--- src/rtl/hpl_pkg.sv ---
`default_nettype none
package hpl_pkg;

  // Field widths
  localparam int TEMP_WIDTH_DEF = 10;
  localparam int COLD_W         = 10;
  localparam int POLL_W         = 8;
  localparam int MARGIN_W       = 6;
  localparam int LEVEL_W        = 8;
  localparam int KIND_W         = 2;

  // APB port
  localparam int APB_ADDR_W = 4;
  localparam int APB_DATA_W = 32;
  localparam int REG_IDX_W  = 2;

  // Register indexes
  localparam logic [REG_IDX_W-1:0] REG_COLD_LIMIT    = 2'd0;
  localparam logic [REG_IDX_W-1:0] REG_COLD_DEFAULT  = 2'd1;
  localparam logic [REG_IDX_W-1:0] REG_POLL_INTERVAL = 2'd2;
  localparam logic [REG_IDX_W-1:0] REG_NEAR_MARGIN   = 2'd3;

  // Register reset values
  localparam logic [COLD_W-1:0]   COLD_LIMIT_RST    = 10'd50;
  localparam logic [COLD_W-1:0]   COLD_DEFAULT_RST  = 10'd25;
  localparam logic [POLL_W-1:0]   POLL_INTERVAL_RST = 8'd200;
  localparam logic [MARGIN_W-1:0] NEAR_MARGIN_RST   = 6'd5;

  // Color kinds
  localparam logic [KIND_W-1:0] KIND_OFF   = 2'd0;
  localparam logic [KIND_W-1:0] KIND_GREEN = 2'd1;
  localparam logic [KIND_W-1:0] KIND_HEAT  = 2'd2;
  localparam logic [KIND_W-1:0] KIND_WHITE = 2'd3;

  // Level map ranges
  localparam logic [LEVEL_W-1:0] LEVEL_MAX = 8'd255;
  localparam logic [LEVEL_W-1:0] HOT_BASE  = 8'd125;
  localparam logic [LEVEL_W-1:0] SPAN_FULL = LEVEL_MAX;
  localparam logic [LEVEL_W-1:0] SPAN_BED  = HOT_BASE;
  localparam logic [LEVEL_W-1:0] SPAN_HOT  = LEVEL_MAX - HOT_BASE;

  typedef struct packed {
    logic [COLD_W-1:0]   cold_limit;
    logic [COLD_W-1:0]   cold_default;
    logic [POLL_W-1:0]   poll_interval;
    logic [MARGIN_W-1:0] near_margin;
  } hpl_cfg_t;

  typedef struct packed {
    logic load_in;
    logic tick_step;
    logic decide;
    logic mul;
    logic div_step;
    logic finish;
    logic push_out;
  } hpl_cmd_t;

  typedef struct packed {
    logic tick_zero;
    logic has_result;
    logic needs_map;
    logic div_done;
    logic level_up;
    logic out_free;
  } hpl_status_t;

endpackage
`default_nettype wire

--- src/rtl/hpl_ctrl.sv ---
`default_nettype none
module hpl_ctrl
  import hpl_pkg::*;
(
  input  wire logic        clk,
  input  wire logic        rst,
  input  wire logic        in_valid,
  output      logic        in_ready,
  input  wire hpl_status_t status,
  output      hpl_cmd_t    cmd
);

  localparam logic [2:0] ST_IDLE   = 3'd0;
  localparam logic [2:0] ST_EVAL   = 3'd1;
  localparam logic [2:0] ST_DECIDE = 3'd2;
  localparam logic [2:0] ST_MUL    = 3'd3;
  localparam logic [2:0] ST_DIV    = 3'd4;
  localparam logic [2:0] ST_FIN    = 3'd5;
  localparam logic [2:0] ST_OUT    = 3'd6;

  logic [2:0] state;
  logic [2:0] state_next;

  assign in_ready = (state == ST_IDLE);

  // Sequence one tick through prescaler, decision, map and output
  always_comb begin
    state_next = state;
    cmd        = '0;
    unique case (state)
      ST_IDLE: begin
        if (in_valid) begin
          cmd.load_in = 1'b1;
          state_next  = ST_EVAL;
        end
      end
      ST_EVAL: begin
        cmd.tick_step = 1'b1;
        state_next    = status.tick_zero ? ST_DECIDE : ST_IDLE;
      end
      ST_DECIDE: begin
        cmd.decide = 1'b1;
        if (status.has_result) begin
          state_next = ST_OUT;
        end else if (status.needs_map) begin
          state_next = ST_MUL;
        end else begin
          state_next = ST_IDLE;
        end
      end
      ST_MUL: begin
        cmd.mul    = 1'b1;
        state_next = ST_DIV;
      end
      ST_DIV: begin
        if (status.div_done) begin
          state_next = ST_FIN;
        end else begin
          cmd.div_step = 1'b1;
        end
      end
      ST_FIN: begin
        cmd.finish = 1'b1;
        state_next = status.level_up ? ST_OUT : ST_IDLE;
      end
      ST_OUT: begin
        if (status.out_free) begin
          cmd.push_out = 1'b1;
          state_next   = ST_IDLE;
        end
      end
      default: state_next = ST_IDLE;
    endcase
  end

  always_ff @(posedge clk) begin
    if (rst) begin
      state <= ST_IDLE;
    end else begin
      state <= state_next;
    end
  end

endmodule
`default_nettype wire

--- config.mk ---
export PLATFORM = sky130hd
export DESIGN_NAME = hpl_ctrl
export DESIGN_NICKNAME = d
export VERILOG_FILES = /design/src/rtl/hpl_pkg.sv /design/src/rtl/hpl_ctrl.sv
export SDC_FILE = /design/constraint.sdc
export NUM_CORES = 1
export LEC_CHECK = 0
export BUFFER_PORTS_ARGS = -buffer_cell sky130_fd_sc_hd__buf_2
export CAP_MARGIN = 20
export CORE_AREA = 2 2 39 41
export CTS_CLUSTER_DIAMETER = 60
export DETAILED_ROUTE_END_ITERATION = 6
export DIE_AREA = 0 0 41 43
export REMOVE_ABC_BUFFERS = 1
export SLEW_MARGIN = 20
export SYNTH_ARGS = -nofsm -noshare
export SYNTH_HDL_FRONTEND = slang
export SYNTH_SLANG_ARGS = --single-unit
--- constraint.sdc ---
create_clock -name clk -period 1.2 [get_ports clk]
set_input_delay 0.3 -clock clk [delete_from_list [all_inputs] [get_ports clk]]
set_output_delay 0.3 -clock clk [all_outputs]
set_load 0.02 [all_outputs]
==> reports/metrics.cfg <==
[status]
status = finished with violations
violations = negative setup slack

[sta]
holdWs_ns = 0.252
tns_ns = -1.11
hold_violations = 0
fmax_ghz = 0.737
max-slew-margin-rel_pct = 82.6
fin_ws_ns = -0.157
worst_pin_slew_ns = 0.260
rsz0062_at_grt = yes
finalMaxSlewViolations = 0
setup_viol = 9
period_minus_slack_ns = 1.36
fin_skew_ns = 0.00675
min_period_over_period_pct = 113

[die]
die-height_um = 43
start_util_pct = 20.3
core_um2 = 1380
rows = 14
top_level_ports = 17
die_area_um2 = 1760
die_w_um = 41

[synth]
synthTopCellsByCount = nor3_1, dfxtp_1, nor2b_1
synth_most_common_cell = nor3_1
synth_edf_count = 0
yosysTopAreaCell = dfxtp_1
syn_area_um2 = 282
yosysWarnings = 0
synth_ff_type = dfxtp_1
postSynthAreaPerCell_um2 = 7.61
yosys-top-cells-area = dfxtp_1, nor3_1, nor2b_1
synth_cell_type_count = 23
ys_async_sr_fraction_pct = 0
netlist_instances = 37
yosysSeqAreaShare_pct = 21.3
ys_seq_elements = 3
synth_top_area_share_pct = 21.3

[clocking]
cts-htree-levels = 1
cts.root.buffer_cell = clkbuf_4
clockBufferDepth = 2
numCtsBuffers = 3
tritoncts = yes
hold_buffers = 0
cts_sinks = 3
clk_latency_ns = 0.24
clk_pin_slew_ns = 0.04

[placement]
port_buffers = 16
gp_congestion = 0.831
dp.final_hpwl_um = 636

[cells_and_area]
syn_to_final_growth_pct = 112
fill_cells = 145
finish.utilization_pct = 43.2
n_antenna_cell = 0
largest_register_ffs = 3
drive_gt1_share_pct = 70.3
top_regs = state (3)
layout.nets = 74
regMostFlops = state

[route]
dr.first_iter.drc_count = 5
viasPerCell = 4.59
final_antenna_net_count = 0
wl_per_cell_um = 11.0
drc = 0
first_pass_iters = 4
routed_wl_um = 883
vias = 367

[power]
total_power_w = 0.000650
powerDensity_nw_per_um2 = 1090
p_leak_nw = 0.253
peakVddDrop_mv = 0.333

[critical_path]
end_kind = primary output
worstPathRequired_ns = 0.90
worstPathArrival_ns = 1.06
r2r_cells = 4
worstSetupPathType = reg -> out
reg2reg_slack_ns = -0.01
r2r-end = state[2]
cp-start-kind = register
cp_max_fo = 6
r2r_start = state[1]

[global_route]
grt_antenna_before_repair = 0
grt_usage_pct = 12.1
grt_first_pass_wirelength_um = 1410
overflow = 0
grt_max_degree = 8
grt_pass1_vias = 346

[run]
drv_cap = 0

[min_path]
hold_path.startpoint = rst
hold_path.class = in -> reg
hold_path_end = state[0]
whs_path_depth = 2

==> worst max-delay path, stage by stage (launching register included) <==
cell     delay [ns]
dfxtp_4        0.37
nor3_4         0.18
and2_1         0.15
buf_6          0.11
==> stage by stage <==
stage	std cells	area, µm²	worst slack, ns
finish	80	598	-0.157
global route	80	598	-0.197
CTS	79	534	-0.167
detailed placement	75	428	-0.0289
global placement	75	428	-0.0114
floorplan	34	260	-0.347
==> worst max path at each step <==
stage | from | endpoint | slack [ns] | cells after the start
floorplan | state[2] | cmd[6] | -0.35 | 2
global placement | state[0] | cmd[1] | -0.01 | 3
detailed placement | state[1] | state[2] | -0.03 | 4
CTS | state[0] | cmd[6] | -0.17 | 3
global route | state[0] | cmd[6] | -0.20 | 3
finish | state[0] | cmd[6] | -0.16 | 3
==> where the power goes <==
part / internal (W) / leakage (nW) / switching [W] / total [W]
Sequential: 0.000114 / 0.0267 / 0.0000332 / 0.000147
Clock: 0.000125 / 0.0150 / 0.0000626 / 0.000188
Combinational: 0.000178 / 0.211 / 0.000137 / 0.000315
==> what timing repair did <==
action / 4_1_cts / 5_1_grt
setup endpoints to repair: 10 / 10
buffers inserted: 0 / 1
gates resized for setup: 26 / 14
endpoints found under the hold margin: 0 / 0
cloned: 0 / 0
pin swaps: 1 / 1
==> layer usage <==
layer,vias to the layer above,track usage (%),part of all wire [%]
li1,188,-,-
met1,166,15.0,43
met2,11,16.6,50
met3,2,3.14,5.0
met4,0,10.0,2.4
met5,-,0,0
==> final cells by class <==
type	instances	area, µm²	share of cell area, %
Clock buffer	4	26.3	4.39
Inverter	2	7.51	1.26
Multi-Input combinational cell	29	267	44.6
Sequential cell	3	71.3	11.9
Tap cell	16	20.0	3.35
Timing Repair Buffer	26	206	34.5
==> cell families after synthesis <==
family	synth area share, %
simple gates	45.3
compound gates	23.1
buf+inv	10.2
flops	21.3
==> placed cells by master, fill, tap and decap left out <==
| master | Yosys | routed |
|---|---|---|
| and2_1 | 2 | 1 |
| a221oi_1 | 1 | 1 |
| clkbuf_4 | 0 | 3 |
| or4b_1 | 1 | 1 |
| nor3_1 | 6 | 1 |
| nor2b_4 | 0 | 1 |
| a21oi_1 | 2 | 2 |
| inv_2 | 0 | 2 |
| clkbuf_1 | 0 | 1 |
| nor3b_1 | 2 | 2 |
| nor3_4 | 0 | 3 |
| buf_4 | 0 | 8 |
| or3_4 | 0 | 1 |
| o211ai_1 | 1 | 1 |
| nand2b_1 | 1 | 1 |
| a2bb2oi_1 | 1 | 1 |
| buf_6 | 1 | 9 |
| o31ai_1 | 1 | 1 |
| nor2_4 | 0 | 1 |
| or2b_1 | 1 | 1 |
| o21a_1 | 1 | 1 |
| nand2_4 | 0 | 1 |
| buf_2 | 2 | 9 |
| and2_4 | 0 | 1 |
| dfxtp_4 | 0 | 3 |
| o21bai_1 | 1 | 1 |
| nor2b_1 | 3 | 2 |
| a211oi_1 | 1 | 1 |
| nor3_2 | 0 | 2 |
| nand2b_4 | 1 | 1 |
Power figures use the tool's default switching activity.
