[config.mk]
export PLATFORM = sky130hd
export DESIGN_NAME = hpl_regs
export DESIGN_NICKNAME = d
export VERILOG_FILES = /design/src/rtl/hpl_pkg.sv /design/src/rtl/hpl_regs.sv
export SDC_FILE = /design/constraint.sdc
export NUM_CORES = 1
export LEC_CHECK = 0
export BUFFER_PORTS_ARGS = -buffer_cell sky130_fd_sc_hd__buf_2
export CORE_MARGIN = 3
export CORE_UTILIZATION = 40
export DETAILED_ROUTE_END_ITERATION = 10
export GPL_ROUTABILITY_DRIVEN = 0
export PLACE_DENSITY_LB_ADDON = 0.15
export SYNTH_ARGS = -nofsm -noshare
export SYNTH_HDL_FRONTEND = slang
export SYNTH_SLANG_ARGS = --single-unit
[constraint.sdc]
create_clock -name clk -period 2.4 [get_ports clk]
set_input_delay 0.48 -clock clk [delete_from_list [all_inputs] [get_ports clk]]
set_output_delay 0.48 -clock clk [all_outputs]
set_load 0.01 [all_outputs]
[src/rtl/hpl_pkg.sv]
`default_nettype none
package hpl_pkg;

  // Field widths
  localparam int TEMP_WIDTH_DEF = 10;
  localparam int COLD_W         = 10;
  localparam int POLL_W         = 8;
  localparam int MARGIN_W       = 6;
  localparam int LEVEL_W        = 8;
  localparam int KIND_W         = 2;

  // APB port
  localparam int APB_ADDR_W = 4;
  localparam int APB_DATA_W = 32;
  localparam int REG_IDX_W  = 2;

  // Register indexes
  localparam logic [REG_IDX_W-1:0] REG_COLD_LIMIT    = 2'd0;
  localparam logic [REG_IDX_W-1:0] REG_COLD_DEFAULT  = 2'd1;
  localparam logic [REG_IDX_W-1:0] REG_POLL_INTERVAL = 2'd2;
  localparam logic [REG_IDX_W-1:0] REG_NEAR_MARGIN   = 2'd3;

  // Register reset values
  localparam logic [COLD_W-1:0]   COLD_LIMIT_RST    = 10'd50;
  localparam logic [COLD_W-1:0]   COLD_DEFAULT_RST  = 10'd25;
  localparam logic [POLL_W-1:0]   POLL_INTERVAL_RST = 8'd200;
  localparam logic [MARGIN_W-1:0] NEAR_MARGIN_RST   = 6'd5;

  // Color kinds
  localparam logic [KIND_W-1:0] KIND_OFF   = 2'd0;
  localparam logic [KIND_W-1:0] KIND_GREEN = 2'd1;
  localparam logic [KIND_W-1:0] KIND_HEAT  = 2'd2;
  localparam logic [KIND_W-1:0] KIND_WHITE = 2'd3;

  // Level map ranges
  localparam logic [LEVEL_W-1:0] LEVEL_MAX = 8'd255;
  localparam logic [LEVEL_W-1:0] HOT_BASE  = 8'd125;
  localparam logic [LEVEL_W-1:0] SPAN_FULL = LEVEL_MAX;
  localparam logic [LEVEL_W-1:0] SPAN_BED  = HOT_BASE;
  localparam logic [LEVEL_W-1:0] SPAN_HOT  = LEVEL_MAX - HOT_BASE;

  typedef struct packed {
    logic [COLD_W-1:0]   cold_limit;
    logic [COLD_W-1:0]   cold_default;
    logic [POLL_W-1:0]   poll_interval;
    logic [MARGIN_W-1:0] near_margin;
  } hpl_cfg_t;

  typedef struct packed {
    logic load_in;
    logic tick_step;
    logic decide;
    logic mul;
    logic div_step;
    logic finish;
    logic push_out;
  } hpl_cmd_t;

  typedef struct packed {
    logic tick_zero;
    logic has_result;
    logic needs_map;
    logic div_done;
    logic level_up;
    logic out_free;
  } hpl_status_t;

endpackage
`default_nettype wire

[src/rtl/hpl_regs.sv]
`default_nettype none
module hpl_regs
  import hpl_pkg::*;
(
  input  wire logic                  clk,
  input  wire logic                  rst,
  input  wire logic                  psel,
  input  wire logic                  penable,
  input  wire logic                  pwrite,
  input  wire logic [APB_ADDR_W-1:0] paddr,
  input  wire logic [APB_DATA_W-1:0] pwdata,
  output      logic [APB_DATA_W-1:0] prdata,
  output      hpl_cfg_t              cfg
);

  logic [REG_IDX_W-1:0] idx;
  logic                 wr;

  assign idx = paddr[REG_IDX_W+1:2];
  assign wr  = psel && penable && pwrite;

  // Write on the access phase
  always_ff @(posedge clk) begin
    if (rst) begin
      cfg.cold_limit    <= COLD_LIMIT_RST;
      cfg.cold_default  <= COLD_DEFAULT_RST;
      cfg.poll_interval <= POLL_INTERVAL_RST;
      cfg.near_margin   <= NEAR_MARGIN_RST;
    end else if (wr) begin
      unique case (idx)
        REG_COLD_LIMIT:    cfg.cold_limit    <= pwdata[COLD_W-1:0];
        REG_COLD_DEFAULT:  cfg.cold_default  <= pwdata[COLD_W-1:0];
        REG_POLL_INTERVAL: cfg.poll_interval <= pwdata[POLL_W-1:0];
        REG_NEAR_MARGIN:   cfg.near_margin   <= pwdata[MARGIN_W-1:0];
        default: ;
      endcase
    end
  end

  // Read back
  always_comb begin
    unique case (idx)
      REG_COLD_LIMIT:    prdata = APB_DATA_W'(cfg.cold_limit);
      REG_COLD_DEFAULT:  prdata = APB_DATA_W'(cfg.cold_default);
      REG_POLL_INTERVAL: prdata = APB_DATA_W'(cfg.poll_interval);
      REG_NEAR_MARGIN:   prdata = APB_DATA_W'(cfg.near_margin);
      default:           prdata = '0;
    endcase
  end

endmodule
`default_nettype wire

==> flow_metrics.tcl, run 1 <==
set metrics [dict create \
    final_area_um2 2140 \
    tightest_slew_ns 0.701 \
    cts_buffers 5 \
    path_buf_inv 2 \
    worstSetupPathType "in2out" \
    syn_area_um2 1840 \
    yosys_register_bits 34 \
    dp_hpwl_um 2800 \
    status "complete, no violations" \
    cp.required_ns 1.92 \
    finClkSkew_ns 0 \
    cts_setup_buffers 0 \
    maxCapViolCount 0 \
    seqPwrFrac 0.500 \
    maxSlewViolCount 0 \
    fin_tns_setup_ns 0 \
    synth_top_area_cell "dfxtp_1" \
    drtAntennaViolNets 0 \
    power.density_nw_per_um2 538 \
    finalHoldViolCount 0 \
    fin_cells 290 \
    num_rows 24 \
    relSlewSlack 0.533 \
    drive_above_1_share 0.328 \
    cp_common_cell "buf_2" \
    cp-end-kind "output pin" \
    clk_path_buf_depth 2 \
    largest_reg_flops 34 \
    antenna_found_initial 0 \
    grt_util_all_layers 0.153 \
    holdWs_ns 0.467 \
    critPathSlowestCell "mux4_1" \
    grt_pass1_vias 1181 \
    n_fill_cell 419 \
    h-tree-depth 2 \
    ios 107 \
    top_register "cfg" \
    synthToLayoutAreaGrowth_pct 16.7 \
    wl_per_cell_um 13.4 \
    synth_top_family_by_area "multiplexers" \
    finalWirelength_um 3880 \
    core-area_um2 4380 \
    muxShareOfSynthArea 0.283 \
    synth.distinct_cells 22 \
    start_util 0.419 \
    worstSetupStartpointType "primary input" \
    synth_area_leaders "dfxtp_1, mux2i_1, nand2b_1" \
    p_int_mw 0.859 \
    cts_resized 0 \
    clk_latency_ns 0.29 \
    crit_family "multiplexers" \
    setup_violations 0 \
    ys.flop_type "dfxtp_1" \
    max_stage_delay_ns 0.60 \
    place_area_um2 2050 \
    portBuffers 60 \
    grt_max_degree 53 \
    p_comb_frac 0.117 \
    swShare 0.255 \
    avgSynthCellArea_um2 10.1 \
    fmax_ghz 0.474 \
    die_y_um 73.8 \
    final-seq-area_um2 681 \
    synth_edf_count 0 \
    die_w_um 73.8 \
    tritoncts "done" \
    synth.top_cell.area_share 0.371 \
    multi_input_area_um2 998 \
    cp_max_fo 17 \
    antenna_cells 0 \
    die_area_um2 5440 \
    power.switching_mw 0.294 \
    drt_iter0_markers 71 \
    dp_cells 282 \
    pwr-share-clk 0.382 \
    p_total_mw 1.15 \
    path_clk_slew_ns 0.07 \
    rsz0062_at_grt "no" \
    ys.warnings.count 0 \
    ir_drop_mv 0.249 \
    synth_fa_ha_area_frac 0 \
    drcViolationCount 0 \
    route.vias.total 1341 \
    synth_compound_area_frac 0.00545 \
    yosys.area_share.simple 0.208 \
    clock-sinks 34 \
    largestRegisters "cfg x34" \
    gr-total-overflow 0 \
    synthXorXnorAreaFrac 0 \
    nets 278 \
    postSynthCellCount 182 \
    min_period_ns 2.11 \
    ys_seq_area_frac 0.371 \
    avgViaCountPerCell 4.62 \
    first_pass_iters 6 \
    grt_pass1_wl_um 6070 \
    period_share 0.879 \
    p_leak_nw 1.04 \
    async_flop_share 0 \
    root_buffer "clkbuf_8" \
    cts_hold_buf 0 \
    cp.arrival_ns 1.63 \
    crit_path_cell_trace "buf_2, mux4_1, buf_2" \
    hold_class "in2reg" \
]
==> cell type report <==
class | instances | share of cell area
multi-input combinational | 135 | 0.466
sequential | 34 | 0.318
timing repair buffer | 61 | 0.144
clock buffer | 7 | 0.0403
tap | 52 | 0.0304
clock inverter | 1 | 0.00234
==> worst reg2reg max path: stages (launching register included) <==
cell and delay [ns]:
dfxtp_1 0.35, nor2_1 0.06, mux2i_1 0.18
==> metal layers <==
layer / track usage / vias to the layer above / wire length, um
li1: - / 671 / -
met1: 0.201 / 605 / 1760
met2: 0.229 / 59 / 1750
met3: 0.0506 / 6 / 306
met4: 0.0604 / 0 / 63
met5: 0 / - / 0
==> cells by family after synthesis <==
logic type             Yosys count
DFF                             34
buffers and inverters           34
AOI/OAI and AO/OA                2
and+or+nand+nor                 67
other                            1
muxes                           44
==> power by group through the flow <==
stage	logic [mW]	registers, mW	clock network [mW]
after floorplan	0.120	0.592	0
after global routing	0.151	0.578	0.484
after detailed placement	0.137	0.590	0
final	0.135	0.577	0.441
after CTS	0.137	0.577	0.458
after global placement	0.137	0.590	0
==> metrics by stage <==
step,util,worst slack [ns]
after floorplan,-,0.663
after global placement,0.468,0.276
after detailed placement,0.468,0.278
after CTS,0.489,0.278
after global routing,0.489,0.220
final,0.489,0.289
==> placed cells by master, fill, tap and decap left out, types with 2 or more instances in the layout <==
cell and instances:
o21ai_0 2, nand2b_1 33, clkbuf_8 6, buf_2 60
mux4_2 5, nand2_1 3, nor2_1 21, mux2i_1 38
conb_1 22, dfxtp_1 34, and3_1 2
==> synthesized netlist by cell type, types with 2 or more instances <==
cell / n
o21ai_0: 2
mux4_2: 5
clkbuf_1: 4
nor2_1: 21
buf_6: 3
and3_1: 2
nand2b_1: 33
buf_2: 4
nand2_1: 3
mux2i_1: 38
dfxtp_1: 34
buf_4: 23
==> path summary, 6_finish.rpt <==
kind / to / depth (start not counted) / from / slack (ns)
min reg2reg: cfg[5] / 2 / cfg[5] / 0.49
min: cfg[13] / 3 / pwdata[7] / 0.47
max reg2reg: cfg[9] / 2 / cfg[9] / 1.73
max: prdata[4] / 3 / paddr[3] / 0.29
No activity file was read; power rests on OpenSTA's default activity.
==> run 2: changes to the inputs <==
Settings changed: CORE_UTILIZATION 40 to 45.
==> run 2 against run 1 <==
Against the previous run:
- power barely moved
- combinational power barely moved
- highest routed layer unchanged
- clock skew did not move
- maximum frequency rose by 5.2%
- die area fell by 10%
- via count rose by 1.1%
- first-iteration DRC count fell by 21%
- hold slack got worse by 0.00056 ns
- sequential power barely moved
- global-route usage barely moved
==> flow_metrics.tcl, run 2 (same netlist as run 1, synthesis figures left out) <==
set metrics [dict create \
    largestRegisters "cfg x34" \
    fin_cells 287 \
    maxSlewViolCount 0 \
    core-area_um2 3800 \
    fin_tns_setup_ns 0 \
    start_util 0.484 \
    tritoncts "done" \
    worstSetupStartpointType "primary input" \
    cp.arrival_ns 1.53 \
    finClkSkew_ns 0 \
    portBuffers 60 \
    top_register "cfg" \
    die_area_um2 4880 \
    avgViaCountPerCell 4.72 \
    drive_above_1_share 0.331 \
    grt_util_all_layers 0.153 \
    cts_hold_buf 0 \
    num_rows 22 \
    tightest_slew_ns 0.703 \
    nets 279 \
    hold_class "in2reg" \
    relSlewSlack 0.532 \
    cp.required_ns 1.92 \
    rr_worst_depth 2 \
    drcViolationCount 0 \
    rsz0062_at_grt "no" \
    dp_cells 279 \
    drt_iter0_markers 56 \
    antenna_cells 0 \
    path_clk_slew_ns 0.08 \
    ios 107 \
    reg2reg_to "cfg[29]" \
    synthToLayoutAreaGrowth_pct 16.8 \
    route.vias.total 1356 \
    worstReg2RegStart "cfg[29]" \
    layout_common_cells "buf_2, mux2i_1, dfxtp_1" \
    die_w_um 69.9 \
    cts_setup_buffers 0 \
    rrSetupSlack_ns 1.76 \
    dp_hpwl_um 2740 \
    grt_max_degree 53 \
    cts_buffers 5 \
    power.density_nw_per_um2 537 \
    holdPathEnd "cfg[13]" \
    largest_reg_flops 34 \
    maxCapViolCount 0 \
    clock-sinks 34 \
    h-tree-depth 2 \
    post-route-util 0.565 \
    grt_pass1_vias 1249 \
    clk_latency_ns 0.28 \
    antenna_found_initial 0 \
    setup_violations 0 \
    holdWs_ns 0.466 \
    die_y_um 69.9 \
    cts_resized 0 \
    cp_max_fo 13 \
    wl_per_cell_um 13.2 \
    p_leak_nw 1.04 \
    grt_pass1_wl_um 5870 \
    gr-total-overflow 0 \
    fmax_ghz 0.498 \
    p_total_mw 1.15 \
    final_common_cell "buf_2" \
    hold_depth 3 \
    cp-end-kind "output pin" \
    min_period_ns 2.01 \
    drtAntennaViolNets 0 \
    ir_drop_mv 0.450 \
    finalHoldViolCount 0 \
    root_buffer "clkbuf_8" \
    hp-start "pwdata[7]" \
    clk_path_buf_depth 2 \
    status "complete, no violations" \
    first_pass_iters 4 \
    worstSetupPathType "in2out" \
    finalWirelength_um 3790 \
    period_share 0.836 \
]
## run 2: worst max-delay path: stages
cell	delay, ns
buf_2	0.30
mux4_1	0.59
buf_2	0.16
## run 2: through the flow
| step | worst slack (ns) | instance area [um2] |
|---|---|---|
| finish | 0.394 | 2150 |
| global route | 0.319 | 2150 |
| global placement | 0.372 | 2050 |
| floorplan | 0.663 | 1920 |
| CTS | 0.381 | 2150 |
| detailed placement | 0.372 | 2050 |
## run 2: area by class of cell
class	instances	area (um2)
sequential	34	681
tap	48	60.1
multi-input combinational	135	998
timing repair buffer	62	315
clock buffer	7	86.3
fill	354	1650
clock inverter	1	5.00
## run 2: how the worst max path moves through the flow
stage,startpoint,to,slack [ns],cells past startpoint
floorplan,paddr[3],prdata[2],0.66,3
global placement,paddr[3],prdata[4],0.37,3
detailed placement,paddr[3],prdata[4],0.37,3
CTS,paddr[3],prdata[4],0.38,3
global route,paddr[3],prdata[4],0.32,3
finish,paddr[3],prdata[4],0.39,3
## run 2: per-layer routing
layer / vias up / wire length, um / global-route usage
met3: 7 / 318 / 0.0489
met4: 0 / 46 / 0.0574
li1: 679 / - / -
met1: 612 / 1740 / 0.193
met2: 58 / 1680 / 0.243
met5: - / 0 / 0
## run 2: report_power, final
group | internal [mW] | switching [mW] | total, mW
sequential | 0.571 | 0.00522 | 0.577
combinational | 0.0573 | 0.0793 | 0.137
clock | 0.231 | 0.209 | 0.440
