$ cat src/rtl/hpl_pkg.sv
`default_nettype none
package hpl_pkg;

  // Field widths
  localparam int TEMP_WIDTH_DEF = 10;
  localparam int COLD_W         = 10;
  localparam int POLL_W         = 8;
  localparam int MARGIN_W       = 6;
  localparam int LEVEL_W        = 8;
  localparam int KIND_W         = 2;

  // APB port
  localparam int APB_ADDR_W = 4;
  localparam int APB_DATA_W = 32;
  localparam int REG_IDX_W  = 2;

  // Register indexes
  localparam logic [REG_IDX_W-1:0] REG_COLD_LIMIT    = 2'd0;
  localparam logic [REG_IDX_W-1:0] REG_COLD_DEFAULT  = 2'd1;
  localparam logic [REG_IDX_W-1:0] REG_POLL_INTERVAL = 2'd2;
  localparam logic [REG_IDX_W-1:0] REG_NEAR_MARGIN   = 2'd3;

  // Register reset values
  localparam logic [COLD_W-1:0]   COLD_LIMIT_RST    = 10'd50;
  localparam logic [COLD_W-1:0]   COLD_DEFAULT_RST  = 10'd25;
  localparam logic [POLL_W-1:0]   POLL_INTERVAL_RST = 8'd200;
  localparam logic [MARGIN_W-1:0] NEAR_MARGIN_RST   = 6'd5;

  // Color kinds
  localparam logic [KIND_W-1:0] KIND_OFF   = 2'd0;
  localparam logic [KIND_W-1:0] KIND_GREEN = 2'd1;
  localparam logic [KIND_W-1:0] KIND_HEAT  = 2'd2;
  localparam logic [KIND_W-1:0] KIND_WHITE = 2'd3;

  // Level map ranges
  localparam logic [LEVEL_W-1:0] LEVEL_MAX = 8'd255;
  localparam logic [LEVEL_W-1:0] HOT_BASE  = 8'd125;
  localparam logic [LEVEL_W-1:0] SPAN_FULL = LEVEL_MAX;
  localparam logic [LEVEL_W-1:0] SPAN_BED  = HOT_BASE;
  localparam logic [LEVEL_W-1:0] SPAN_HOT  = LEVEL_MAX - HOT_BASE;

  typedef struct packed {
    logic [COLD_W-1:0]   cold_limit;
    logic [COLD_W-1:0]   cold_default;
    logic [POLL_W-1:0]   poll_interval;
    logic [MARGIN_W-1:0] near_margin;
  } hpl_cfg_t;

  typedef struct packed {
    logic load_in;
    logic tick_step;
    logic decide;
    logic mul;
    logic div_step;
    logic finish;
    logic push_out;
  } hpl_cmd_t;

  typedef struct packed {
    logic tick_zero;
    logic has_result;
    logic needs_map;
    logic div_done;
    logic level_up;
    logic out_free;
  } hpl_status_t;

endpackage
`default_nettype wire

$ cat src/rtl/hpl_dp.sv
`default_nettype none
module hpl_dp
  import hpl_pkg::*;
#(
  parameter int TW = TEMP_WIDTH_DEF
)(
  input  wire logic               clk,
  input  wire logic               rst,
  input  wire hpl_cfg_t           cfg,
  input  wire hpl_cmd_t           cmd,
  output      hpl_status_t        status,
  input  wire logic               printing,
  input  wire logic               on_print_screen,
  input  wire logic [TW-1:0]      hotend_temp,
  input  wire logic [TW-1:0]      bed_temp,
  input  wire logic [TW-1:0]      hotend_target,
  input  wire logic [TW-1:0]      bed_target,
  output      logic               out_valid,
  input  wire logic               out_ready,
  output      logic [KIND_W-1:0]  out_kind,
  output      logic [LEVEL_W-1:0] out_red,
  output      logic [LEVEL_W-1:0] out_green,
  output      logic [LEVEL_W-1:0] out_blue
);

  localparam int CMPW = (TW > COLD_W) ? TW : COLD_W;
  localparam int PW   = TW + 1 + LEVEL_W;
  localparam int SCW  = $clog2(PW + 1);

  // Latched tick
  logic          printing_q;
  logic          screen_q;
  logic [TW-1:0] ht;
  logic [TW-1:0] bt;
  logic [TW-1:0] htg;
  logic [TW-1:0] btg;

  // Persistent state
  logic [POLL_W-1:0]  countdown;
  logic [TW-1:0]      room;
  logic [LEVEL_W-1:0] last_level;
  logic               heat_reached;
  logic               print_finished;

  // Pending result
  logic [KIND_W-1:0]  res_kind;
  logic [LEVEL_W-1:0] res_red;
  logic [LEVEL_W-1:0] res_green;
  logic [LEVEL_W-1:0] res_blue;

  // Map operands and divider
  logic [LEVEL_W-1:0] olo;
  logic [LEVEL_W-1:0] span;
  logic [TW:0]        diff_mag;
  logic               diff_neg;
  logic [TW:0]        den_mag;
  logic               den_neg;
  logic               den_zero;
  logic [TW:0]        rem;
  logic [PW-1:0]      quo;
  logic [SCW-1:0]     step_cnt;

  // Room estimate
  logic            hot_cold;
  logic            bed_cold;
  logic [TW:0]     cold_sum;
  logic [CMPW-1:0] cd_ext;

  assign hot_cold = CMPW'(ht) < CMPW'(cfg.cold_limit);
  assign bed_cold = CMPW'(bt) < CMPW'(cfg.cold_limit);
  assign cold_sum = (hot_cold ? {1'b0, ht} : '0) + (bed_cold ? {1'b0, bt} : '0);
  assign cd_ext   = CMPW'(cfg.cold_default);

  // Decision logic
  logic               both_on;
  logic               hot_near;
  logic               bed_near;
  logic               has_result;
  logic               needs_map;
  logic [KIND_W-1:0]  d_kind;
  logic [LEVEL_W-1:0] d_red;
  logic [LEVEL_W-1:0] d_green;
  logic [LEVEL_W-1:0] d_blue;
  logic [TW:0]        map_x;
  logic [TW:0]        map_hi;
  logic [LEVEL_W-1:0] map_olo;
  logic [LEVEL_W-1:0] map_span;
  logic [TW+1:0]      diff_w;
  logic [TW+1:0]      den_w;

  assign both_on  = (htg != '0) && (btg != '0);
  assign hot_near = ({1'b0, ht} + (TW+1)'(cfg.near_margin)) >= {1'b0, htg};
  assign bed_near = ({1'b0, bt} + (TW+1)'(cfg.near_margin)) >= {1'b0, btg};

  always_comb begin
    has_result = 1'b0;
    needs_map  = 1'b0;
    d_kind     = KIND_OFF;
    d_red      = '0;
    d_green    = '0;
    d_blue     = '0;
    map_x      = {1'b0, ht};
    map_hi     = {1'b0, htg};
    map_olo    = HOT_BASE;
    map_span   = SPAN_HOT;
    if (!printing_q) begin
      if (last_level != '0) begin
        if (!screen_q) begin
          has_result = 1'b1;
        end else if (!print_finished) begin
          has_result = 1'b1;
          d_kind     = KIND_GREEN;
          d_green    = LEVEL_MAX;
        end
      end
    end else if (!heat_reached && ((htg != '0) || (btg != '0))) begin
      if (both_on && hot_near && bed_near) begin
        has_result = 1'b1;
        d_kind     = KIND_WHITE;
        d_red      = LEVEL_MAX;
        d_green    = LEVEL_MAX;
        d_blue     = LEVEL_MAX;
      end else begin
        needs_map = 1'b1;
        if (both_on && bed_near) begin
          map_x    = {1'b0, ht} + {1'b0, bt};
          map_hi   = {1'b0, htg} + {1'b0, btg};
          map_olo  = '0;
          map_span = SPAN_FULL;
        end else if (htg == '0) begin
          map_x    = {1'b0, bt};
          map_hi   = {1'b0, btg};
          map_olo  = '0;
          map_span = SPAN_BED;
        end
      end
    end
  end

  assign diff_w = {1'b0, map_x} - {2'b00, room};
  assign den_w  = {1'b0, map_hi} - {2'b00, room};

  // Divider step
  logic [TW+1:0] rem_sh;
  logic          q_bit;

  assign rem_sh = {rem, quo[PW-1]};
  assign q_bit  = rem_sh >= {1'b0, den_mag};

  // Level from quotient, clamped to the output range
  logic [LEVEL_W-1:0] q_sat;
  logic [LEVEL_W-1:0] level;

  assign q_sat = (quo > PW'(span)) ? span : quo[LEVEL_W-1:0];

  always_comb begin
    if (den_zero) begin
      level = diff_neg ? olo : olo + span;
    end else if ((diff_mag != '0) && (diff_neg != den_neg)) begin
      level = olo;
    end else begin
      level = olo + q_sat;
    end
  end

  assign status.tick_zero  = (countdown == '0);
  assign status.has_result = has_result;
  assign status.needs_map  = needs_map;
  assign status.div_done   = (step_cnt == '0);
  assign status.level_up   = level > last_level;
  assign status.out_free   = !out_valid || out_ready;

  // Capture the tick
  always_ff @(posedge clk) begin
    if (cmd.load_in) begin
      printing_q <= printing;
      screen_q   <= on_print_screen;
      ht         <= hotend_temp;
      bt         <= bed_temp;
      htg        <= hotend_target;
      btg        <= bed_target;
    end
  end

  // Prescaler, room estimate and light state
  always_ff @(posedge clk) begin
    if (rst) begin
      countdown      <= '0;
      room           <= '0;
      last_level     <= '0;
      heat_reached   <= 1'b0;
      print_finished <= 1'b0;
    end else begin
      if (cmd.tick_step) begin
        if (countdown != '0) begin
          countdown <= countdown - 1'b1;
        end else begin
          countdown <= cfg.poll_interval;
          if (room == '0) begin
            if (cold_sum == '0) begin
              room <= cd_ext[TW-1:0];
            end else if (hot_cold && bed_cold) begin
              room <= cold_sum[TW:1];
            end else begin
              room <= cold_sum[TW-1:0];
            end
          end
        end
      end
      if (cmd.decide) begin
        if (!printing_q && (last_level != '0)) begin
          heat_reached <= 1'b0;
          if (!screen_q) begin
            last_level     <= '0;
            print_finished <= 1'b0;
          end else begin
            print_finished <= 1'b1;
          end
        end
        if (printing_q && has_result) begin
          heat_reached <= 1'b1;
        end
      end
      if (cmd.finish && status.level_up) begin
        last_level <= level;
      end
    end
  end

  // Pending result and map operands
  always_ff @(posedge clk) begin
    if (cmd.decide) begin
      res_kind  <= d_kind;
      res_red   <= d_red;
      res_green <= d_green;
      res_blue  <= d_blue;
      olo       <= map_olo;
      span      <= map_span;
      diff_neg  <= diff_w[TW+1];
      diff_mag  <= diff_w[TW+1] ? (TW+1)'(-diff_w) : diff_w[TW:0];
      den_neg   <= den_w[TW+1];
      den_mag   <= den_w[TW+1] ? (TW+1)'(-den_w) : den_w[TW:0];
      den_zero  <= (den_w == '0);
    end
    if (cmd.finish) begin
      res_kind  <= KIND_HEAT;
      res_red   <= level;
      res_green <= '0;
      res_blue  <= LEVEL_MAX - level;
    end
  end

  // Multiply then divide, one quotient bit per cycle
  always_ff @(posedge clk) begin
    if (rst) begin
      step_cnt <= '0;
    end else if (cmd.mul) begin
      step_cnt <= SCW'(PW);
    end else if (cmd.div_step) begin
      step_cnt <= step_cnt - 1'b1;
    end
  end

  always_ff @(posedge clk) begin
    if (cmd.mul) begin
      quo <= PW'(diff_mag * span);
      rem <= '0;
    end else if (cmd.div_step) begin
      quo <= {quo[PW-2:0], q_bit};
      rem <= q_bit ? (TW+1)'(rem_sh - {1'b0, den_mag}) : rem_sh[TW:0];
    end
  end

  // Output register
  always_ff @(posedge clk) begin
    if (rst) begin
      out_valid <= 1'b0;
    end else if (cmd.push_out) begin
      out_valid <= 1'b1;
    end else if (out_ready) begin
      out_valid <= 1'b0;
    end
  end

  always_ff @(posedge clk) begin
    if (cmd.push_out) begin
      out_kind  <= res_kind;
      out_red   <= res_red;
      out_green <= res_green;
      out_blue  <= res_blue;
    end
  end

endmodule
`default_nettype wire

$ cat config.mk
export PLATFORM = sky130hd
export DESIGN_NAME = hpl_dp
export DESIGN_NICKNAME = d
export VERILOG_FILES = /design/src/rtl/hpl_pkg.sv /design/src/rtl/hpl_dp.sv
export SDC_FILE = /design/constraint.sdc
export NUM_CORES = 1
export LEC_CHECK = 0
export ABC_CLOCK_PERIOD_IN_PS = 17200
export BUFFER_PORTS_ARGS = -buffer_cell sky130_fd_sc_hd__buf_2
export CORE_ASPECT_RATIO = 0.5
export CORE_MARGIN = 8
export CORE_UTILIZATION = 45
export CTS_CLUSTER_SIZE = 8
export DETAILED_ROUTE_END_ITERATION = 6
export PLACE_DENSITY = 0.74
export SYNTH_ARGS = -nofsm -noshare
export SYNTH_HDL_FRONTEND = slang
export SYNTH_SLANG_ARGS = --single-unit
$ cat constraint.sdc
create_clock -name clk -period 17.2 [get_ports clk]
set_input_delay 2.58 -clock clk [delete_from_list [all_inputs] [get_ports clk]]
set_output_delay 2.58 -clock clk [all_outputs]
set_load 0.03 [all_outputs]
==> results of run 1 <==
[registers in the layout (all words and copies together) (netlist names), 10 cells and up]
| register | count |
|---|---|
| ht | 10 |
| den_mag | 11 |
| btg | 10 |
| htg | 10 |
| rem | 11 |
| room | 10 |
| bt | 10 |
| quo | 19 |
| diff_mag | 11 |
[power groups by stage]
stage / Sequential, uW / Combinational [uW] / Clock, uW
detailed placement: 714 / 2410 / 0
floorplan: 692 / 1970 / 0
global placement: 712 / 2360 / 0
CTS: 706 / 2450 / 432
global route: 719 / 2770 / 447
finish: 706 / 2440 / 425
[cell usage in the layout (no fill, tap or decap), drive strengths merged, types with 47 or more instances in the layout]
cell type / synthesis / final
ha: 182 / 182
nand2: 100 / 100
edfxtp: 123 / 123
a21oi: 95 / 95
inv: 164 / 172
fa: 62 / 62
buf: 15 / 123
nor2: 108 / 108
o21ai: 84 / 84
dfxtp: 47 / 47
[critical path: cells and delay by family]
kind	cells	cell delay, ns
simple gates	8	1.66
buf+inv	3	0.35
xor+xnor	1	0.16
compound gates	4	0.66
fa+ha+maj	3	0.89
[through the flow]
step           setup slack [ns]  cells
2_1_floorplan              8.88   1567
3_3_place_gp               8.32   2084
3_5_place_dp               8.12   2084
4_1_cts                    8.34   2116
5_1_grt                    7.94   2116
6_report                   8.32   2116
[cells in the mapped netlist, drive strengths merged, types with 4 or more instances]
cell type  instances
nor3              39
nand2            100
a21oi             95
edfxtp           123
xor2              38
a31oi              6
or3               10
a211oi            24
nand2b            24
nand4             11
or4                9
nor2b             41
nand3             29
o311a              4
inv              164
nand3b             4
o31ai             11
o21a              21
dfxtp             47
mux2              11
nor2             108
and2              18
mux2i             16
a22oi              8
a221o              4
nor4              18
o211ai            14
o41ai              5
o21bai             7
o31a               5
a211o              4
clkbuf            32
fa                62
ha               182
buf               15
o22ai             17
a21o              26
xnor2             46
o21ai             84
o2111ai            4
or2               10
a22o              18
and3               7
a31o               5
[area by class of cell]
type / instances / area [sq um] / share of cell area [%]
Clock inverter: 13 / 204 / 1.24
Inverter: 164 / 623 / 3.78
Clock buffer: 19 / 433 / 2.63
Multi-Input combinational cell: 1186 / 9390 / 57.0
Tap cell: 441 / 552 / 3.35
Timing Repair Buffer: 123 / 628 / 3.81
Sequential cell: 170 / 4630 / 28.1
[how the worst min path moves through the flow]
stage,startpoint,end,cells after the start
2_1_floorplan,res_blue[0],out_blue[0],0
3_3_place_gp,res_blue[2],out_blue[2],0
3_5_place_dp,res_red[7],out_red[7],0
4_1_cts,res_red[7],out_red[7],0
5_1_grt,res_red[5],out_red[5],0
6_report,res_blue[7],out_blue[7],0
[layer usage]
layer	vias up	share of wire (%)	track usage, %	routed length, microns
met1	5569	45	22.6	16100
met3	61	4.5	2.77	1610
met2	320	48	30.6	17000
li1	5849	-	-	-
met5	-	0	0	0
met4	0	2.2	5.77	777
[kinds of logic after synthesis]
kind of cell / count (synthesis) / share of synthesized area (%)
AND/OR/NAND/NOR: 434 / 14.7
AO/OA/AOI/OAI: 397 / 17.8
adder cells (fa/ha/maj): 244 / 23.7
buffers and inverters: 211 / 5.69
flip-flops: 170 / 31.2
XOR/XNOR: 84 / 4.95
multiplexers: 27 / 1.91
==> results.tsv, run 1 <==
metric	value	unit
outcome	finished clean	
nature of the critical path endpoint	output pin	
total of hold buffers inserted after clock tree synthesis	0	
worst-path fanout max	11	
FP Rows	47	
startpoint-to-endpoint class of the critical path	primary input to output pin	
setup repair bufs after CTS	0	
kind of start point of the critical path	primary input	
length in cells of the worst reg-to-reg path	30	
Core Util, Final	50.2	%
CP arrival	6.30	ns
Final period util	51.6	%
post-route antenna net violation count	0	
initial antenna violation count	0	
number of enable flip-flop cells after synthesis	123	
global-route wire length before repair	57.0	mm
areal power density over the cells	217	nW/um^2
part of the total power dissipated in sequential elements	19.8	%
post-synthesis cell type count	83	
Filler Cells Inserted	3021	
top achievable clock speed	113	MHz
GRT Resource Usage Total	17.7	%
pin count of the biggest net entering global routing	43	
Gate Count Post-Synth	1567	
TritonCTS Sinks	170	
core footprint	32800	sq um
final design area excluding fillers	16500	sq um
ant diodes	0	
Gates resized, CTS repair	0	
DRT Pass-1 Iters	6	
total design power	3570	uW
width of the die	273	microns
vias per std cell	5.58	
placer's final routability congestion estimate	0.908	
dpl hpwl	27.8	mm
post-detailed-route wirelength per cell	16.7	microns
clock tree from TritonCTS	done	
via total after detailed routing	11800	
count of nets after finishing	1992	
total congestion overflow	0	
maximum single-stage delay on the critical path	0.41	ns
maximum capacitance violations	0	
worst slew pin tran	1.21	ns
total negative slack	0	ns
minimum clock period	8.88	ns
number of global-route vias before repair	11400	
Reg2Reg Setup Slack	10.17	ns
unrepaired setup endpoints after global routing	no	
cell leakage power	0.00736	uW
share of layout cells above drive strength 1	11.5	%
clk_lat worst skew	0.46	ns
portion of the post-synthesis area used by sequential elements	31.2	%
net switching power	1600	uW
Warnings, synthesis	0	
number of buffers between clock root and the deepest sink	2	
Slew Limit Headroom	18.5	%
DIE AREA	39400	sq um
CP max stage cell	sky130_fd_sc_hd__fa_1	
quantity of I/O buffers inserted on ports	118	
buffer type at the clock tree root	sky130_fd_sc_hd__clkbuf_16	
main area contributors after synthesis	sky130_fd_sc_hd__edfxtp_1, sky130_fd_sc_hd__ha_1, sky130_fd_sc_hd__fa_1	
path type of the worst min-delay path	register to register	
reg-to-reg startpoint	bt[0]	
CP required	14.62	ns
Int Power	1970	uW
Switching Fraction	44.8	%
average cell area after synthesis	9.48	sq um
DRC marker count from the first detailed-route iteration	660	
clock input transition at the sequential cells of the worst setup and hold paths	0.07	ns
total DRC errors in the routed layout	0	
overall routed net length	35.4	mm
capture point of the worst reg-to-reg path	diff_mag[10]	
count of endpoints failing hold in the final timing report	0	
IR Drop Worst-Case VDD	0.232	mV
Post-Route Skew	0.0123	ns
effective utilization at floorplan	45.3	%
P&R area growth vs syn	10.8	%
area of placed instances	15800	sq um
Synth Net Count	1897	
relative contribution of combinational cells to total power	68.3	%
cells along the critical path	buf_2, ha_1, inv_1, fa_1, nor2b_1, o31a_1, o21ai_0, nand2b_1, nand3_1, xnor2_1, ha_1, and4_1, nand2_1, nor3_1, o2111a_1, or2_1, and3_1, a21o_1, buf_2	
area share of the largest cell type after synthesis	24.9	%
number of register bits inferred by synthesis	170	
predominant post-synthesis flop cell	sky130_fd_sc_hd__edfxtp_1	
top cell type by total area after synthesis	sky130_fd_sc_hd__edfxtp_1	
Post-Route Hold Slack	0.420	ns
clock network fraction of total power	11.9	%
y dimension of the die	145	microns
ys async rst share	0	%
ports placed on the boundary	119	
termination of the worst setup path	status[4]	
Final Max Tran Viols	0	
area of the mapped netlist	14900	sq um
setup violators final	0	
number of buffers added by the clock tree synthesis step	17	
H-tree Lvls	4	
launching element of the worst setup path	cfg[0]	
(Power assumes the default switching activity.)
==> run 2, diff against run 1 <==
--- a/config.mk
+++ b/config.mk
@@ -5,7 +5,7 @@
 export SDC_FILE = /design/constraint.sdc
 export NUM_CORES = 1
 export LEC_CHECK = 0
-export ABC_CLOCK_PERIOD_IN_PS = 17200
+export ABC_CLOCK_PERIOD_IN_PS = 8700
 export BUFFER_PORTS_ARGS = -buffer_cell sky130_fd_sc_hd__buf_2
 export CORE_ASPECT_RATIO = 0.5
 export CORE_MARGIN = 8
==> constraint.sdc (replaced) <==
create_clock -name clk -period 8.7 [get_ports clk]
set_input_delay 1.305 -clock clk [delete_from_list [all_inputs] [get_ports clk]]
set_output_delay 1.305 -clock clk [all_outputs]
set_load 0.03 [all_outputs]
==> run 2 against run 1 <==
  * Die area did not move
  * Sequential cell count did not move
  * Largest power group unchanged
  * First-iteration DRC count rose by 25%
  * Global-route usage fell by 0.099 points
  * Register-to-register slack got worse by 8.5 ns
  * Clock power rose by 80%
  * Final cell count barely moved
  * Sequential power rose by 98%
  * Combinational power rose by 96%
  * Largest cell class unchanged
  * Critical path depth rose by 2
  * Hold slack improved by 0.0028 ns
  * Design area fell by 0.28%
==> results.tsv, run 2 (same netlist as run 1, synthesis figures left out) <==
metric	value	unit	change
outcome	finished clean		
number of cells on the critical path	21		+2
pin count of the biggest net entering global routing	43		unchanged
total design power	6960	uW	+95%
capture point of the worst reg-to-reg path	diff_mag[10]		
worst setup margin	1.32	ns	-7.00 ns
P&R area growth vs syn	10.5	%	
clock network fraction of total power	11.0	%	-0.9 points
sum of buffers and inverters on the critical path	2		-1
most common cell after layout, fill and taps aside	sky130_fd_sc_hd__ha_1		
IR Drop Worst-Case VDD	0.422	mV	+81%
ports placed on the boundary	119		unchanged
path type of the worst min-delay path	register to register		
cell leakage power	0.00734	uW	-0.38%
number of buffers added by the clock tree synthesis step	17		unchanged
dpl ws	0.990	ns	-7.13 ns
net switching power	3150	uW	+97%
length in cells of the worst reg-to-reg path	27		-10%
launching element of the worst setup path	span[5]		
TritonCTS Sinks	170		unchanged
buffer type at the clock tree root	sky130_fd_sc_hd__clkbuf_16		
overall routed net length	34.9	mm	-1.6%
effective utilization at floorplan	45.3	%	unchanged
dpl hpwl	27.7	mm	-0.32%
clock input transition at the sequential cells of the worst setup and hold paths	0.07	ns	about the same
placer's final routability congestion estimate	0.928		+2.3%
CP arrival	6.08	ns	-0.22 ns
Switching Fraction	45.3	%	+0.49 points
post-detailed-route wirelength per cell	16.5	microns	-1.6%
FP Rows	47		unchanged
Core Util, Final	50.0	%	-0.14 points
areal power density over the cells	424	nW/um^2	+95%
count of nets after finishing	1993		+0.050%
Slew Limit Headroom	21.4	%	+2.9 points
setup repair bufs after CTS	0		unchanged
clk_lat worst skew	0.46	ns	about the same
worst-path fanout max	16		+5
total negative slack	0	ns	unchanged
Post-Route Skew	0.0175	ns	+0.00522 ns
clock tree from TritonCTS	done		
maximum single-stage delay on the critical path	0.70	ns	+0.29 ns
gate family responsible for the most delay along the worst path	compound AO/OA/AOI/OAI gates		
number of global-route vias before repair	11100		-2.2%
initial antenna violation count	0		unchanged
core footprint	32800	sq um	unchanged
reg-to-reg startpoint	bt[1]		
Int Power	3810	uW	+93%
minimum clock period	7.38	ns	
DRT Pass-1 Iters	5		-1
top achievable clock speed	135	MHz	
Final Max Tran Viols	0		unchanged
nature of the critical path endpoint	output pin		
flip-flop count of the largest register, all copies and words added	19		unchanged
quantity of I/O buffers inserted on ports	118		unchanged
GRT Resource Usage Total	17.6	%	-0.099 points
global-route wire length before repair	56.6	mm	-0.77%
cells along the critical path	inv_1, ha_1, a211oi_1, nand2_1, o21ai_1, o21ai_1, nand2_1, o21ai_0, ha_1, nand3_1, or2_1, o22ai_1, o31ai_1, mux2i_1, o21ai_1, ha_1, nand3_1, nor2_1, a22o_1, a31oi_1, buf_2		
ant diodes	0		unchanged
vias per std cell	5.56		-0.30%
register ranked first by flip-flop count	quo		
H-tree Lvls	4		unchanged
total DRC errors in the routed layout	0		unchanged
DRC marker count from the first detailed-route iteration	827		+25%
unrepaired setup endpoints after global routing	no		
CP max stage cell	sky130_fd_sc_hd__edfxtp_1		
maximum capacitance violations	0		unchanged
Gates resized, CTS repair	0		unchanged
startpoint-to-endpoint class of the critical path	register to output pin		
count of endpoints failing hold in the final timing report	0		unchanged
CP required	7.39	ns	-7.23 ns
share of layout cells above drive strength 1	11.6	%	+0.11 points
total congestion overflow	0		unchanged
y dimension of the die	145	microns	unchanged
width of the die	273	microns	unchanged
setup violators final	0		unchanged
worst slew pin tran	1.17	ns	-0.0426 ns
termination of the worst setup path	status[1]		
post-route antenna net violation count	0		unchanged
relative contribution of combinational cells to total power	68.8	%	+0.5 points
DIE AREA	39400	sq um	unchanged
via total after detailed routing	11800		-0.25%
Final period util	84.8	%	
total of hold buffers inserted after clock tree synthesis	0		unchanged
number of buffers between clock root and the deepest sink	2		unchanged
Reg2Reg Setup Slack	1.67	ns	-8.50 ns
most frequent cells in the layout	sky130_fd_sc_hd__ha_1, sky130_fd_sc_hd__inv_1, sky130_fd_sc_hd__edfxtp_1		
kind of start point of the critical path	register		
part of the total power dissipated in sequential elements	20.2	%	+0.4 points
[run 2: how the worst min path moves through the flow]
stage	startpoint	end	slack, ns	cells past startpoint
6_report	res_blue[1]	out_blue[1]	0.42	0
5_1_grt	res_blue[6]	out_blue[6]	0.43	0
4_1_cts	res_blue[1]	out_blue[1]	0.42	0
3_5_place_dp	res_blue[1]	out_blue[1]	0.41	0
3_3_place_gp	res_blue[3]	out_blue[3]	0.41	0
2_1_floorplan	res_blue[0]	out_blue[0]	0.40	0
[run 2: layer usage]
layer / GRT usage [%] / wire length (microns)
met5: 0 / 0
met3: 3.37 / 1650
met4: 4.69 / 669
met2: 29.5 / 16500
met1: 23.2 / 16000
[run 2: worst register-to-register path, delay by kind of cell (launching register included)]
kind | cells | cell delay (ns)
AOI/OAI and AO/OA | 10 | 2.13
xor gates and xnor gates | 2 | 0.31
DFF | 1 | 0.58
buffers and inverters | 2 | 0.50
adders and majority gates | 3 | 1.25
and+or+nand+nor | 10 | 2.03
[run 2: per-stage QoR]
stage / area, sq um / std cells / hold slack, ns
finish: 16400 / 2117 / 0.423
global route: 16400 / 2117 / 0.431
CTS: 16400 / 2117 / 0.423
detailed placement: 15800 / 2085 / 0.406
global placement: 15800 / 2085 / 0.406
floorplan: 14900 / 1567 / 0.400
[run 2: power by group through the flow]
stage          combinational [uW]  sequential (uW)  clock, uW
2_1_floorplan                3900             1370          0
3_3_place_gp                 4660             1410          0
3_5_place_dp                 4750             1420          0
4_1_cts                      4810             1400        780
5_1_grt                      5440             1430        815
6_report                     4790             1400        766
[run 2: final cells by class]
class	count	area, sq um
inverters	164	623
clock inverters	14	154
multi-input cells	1186	9390
fillers	3014	16400
clock buffers	18	429
flip-flops and latches	170	4630
well taps	441	552
repair buffers	124	636
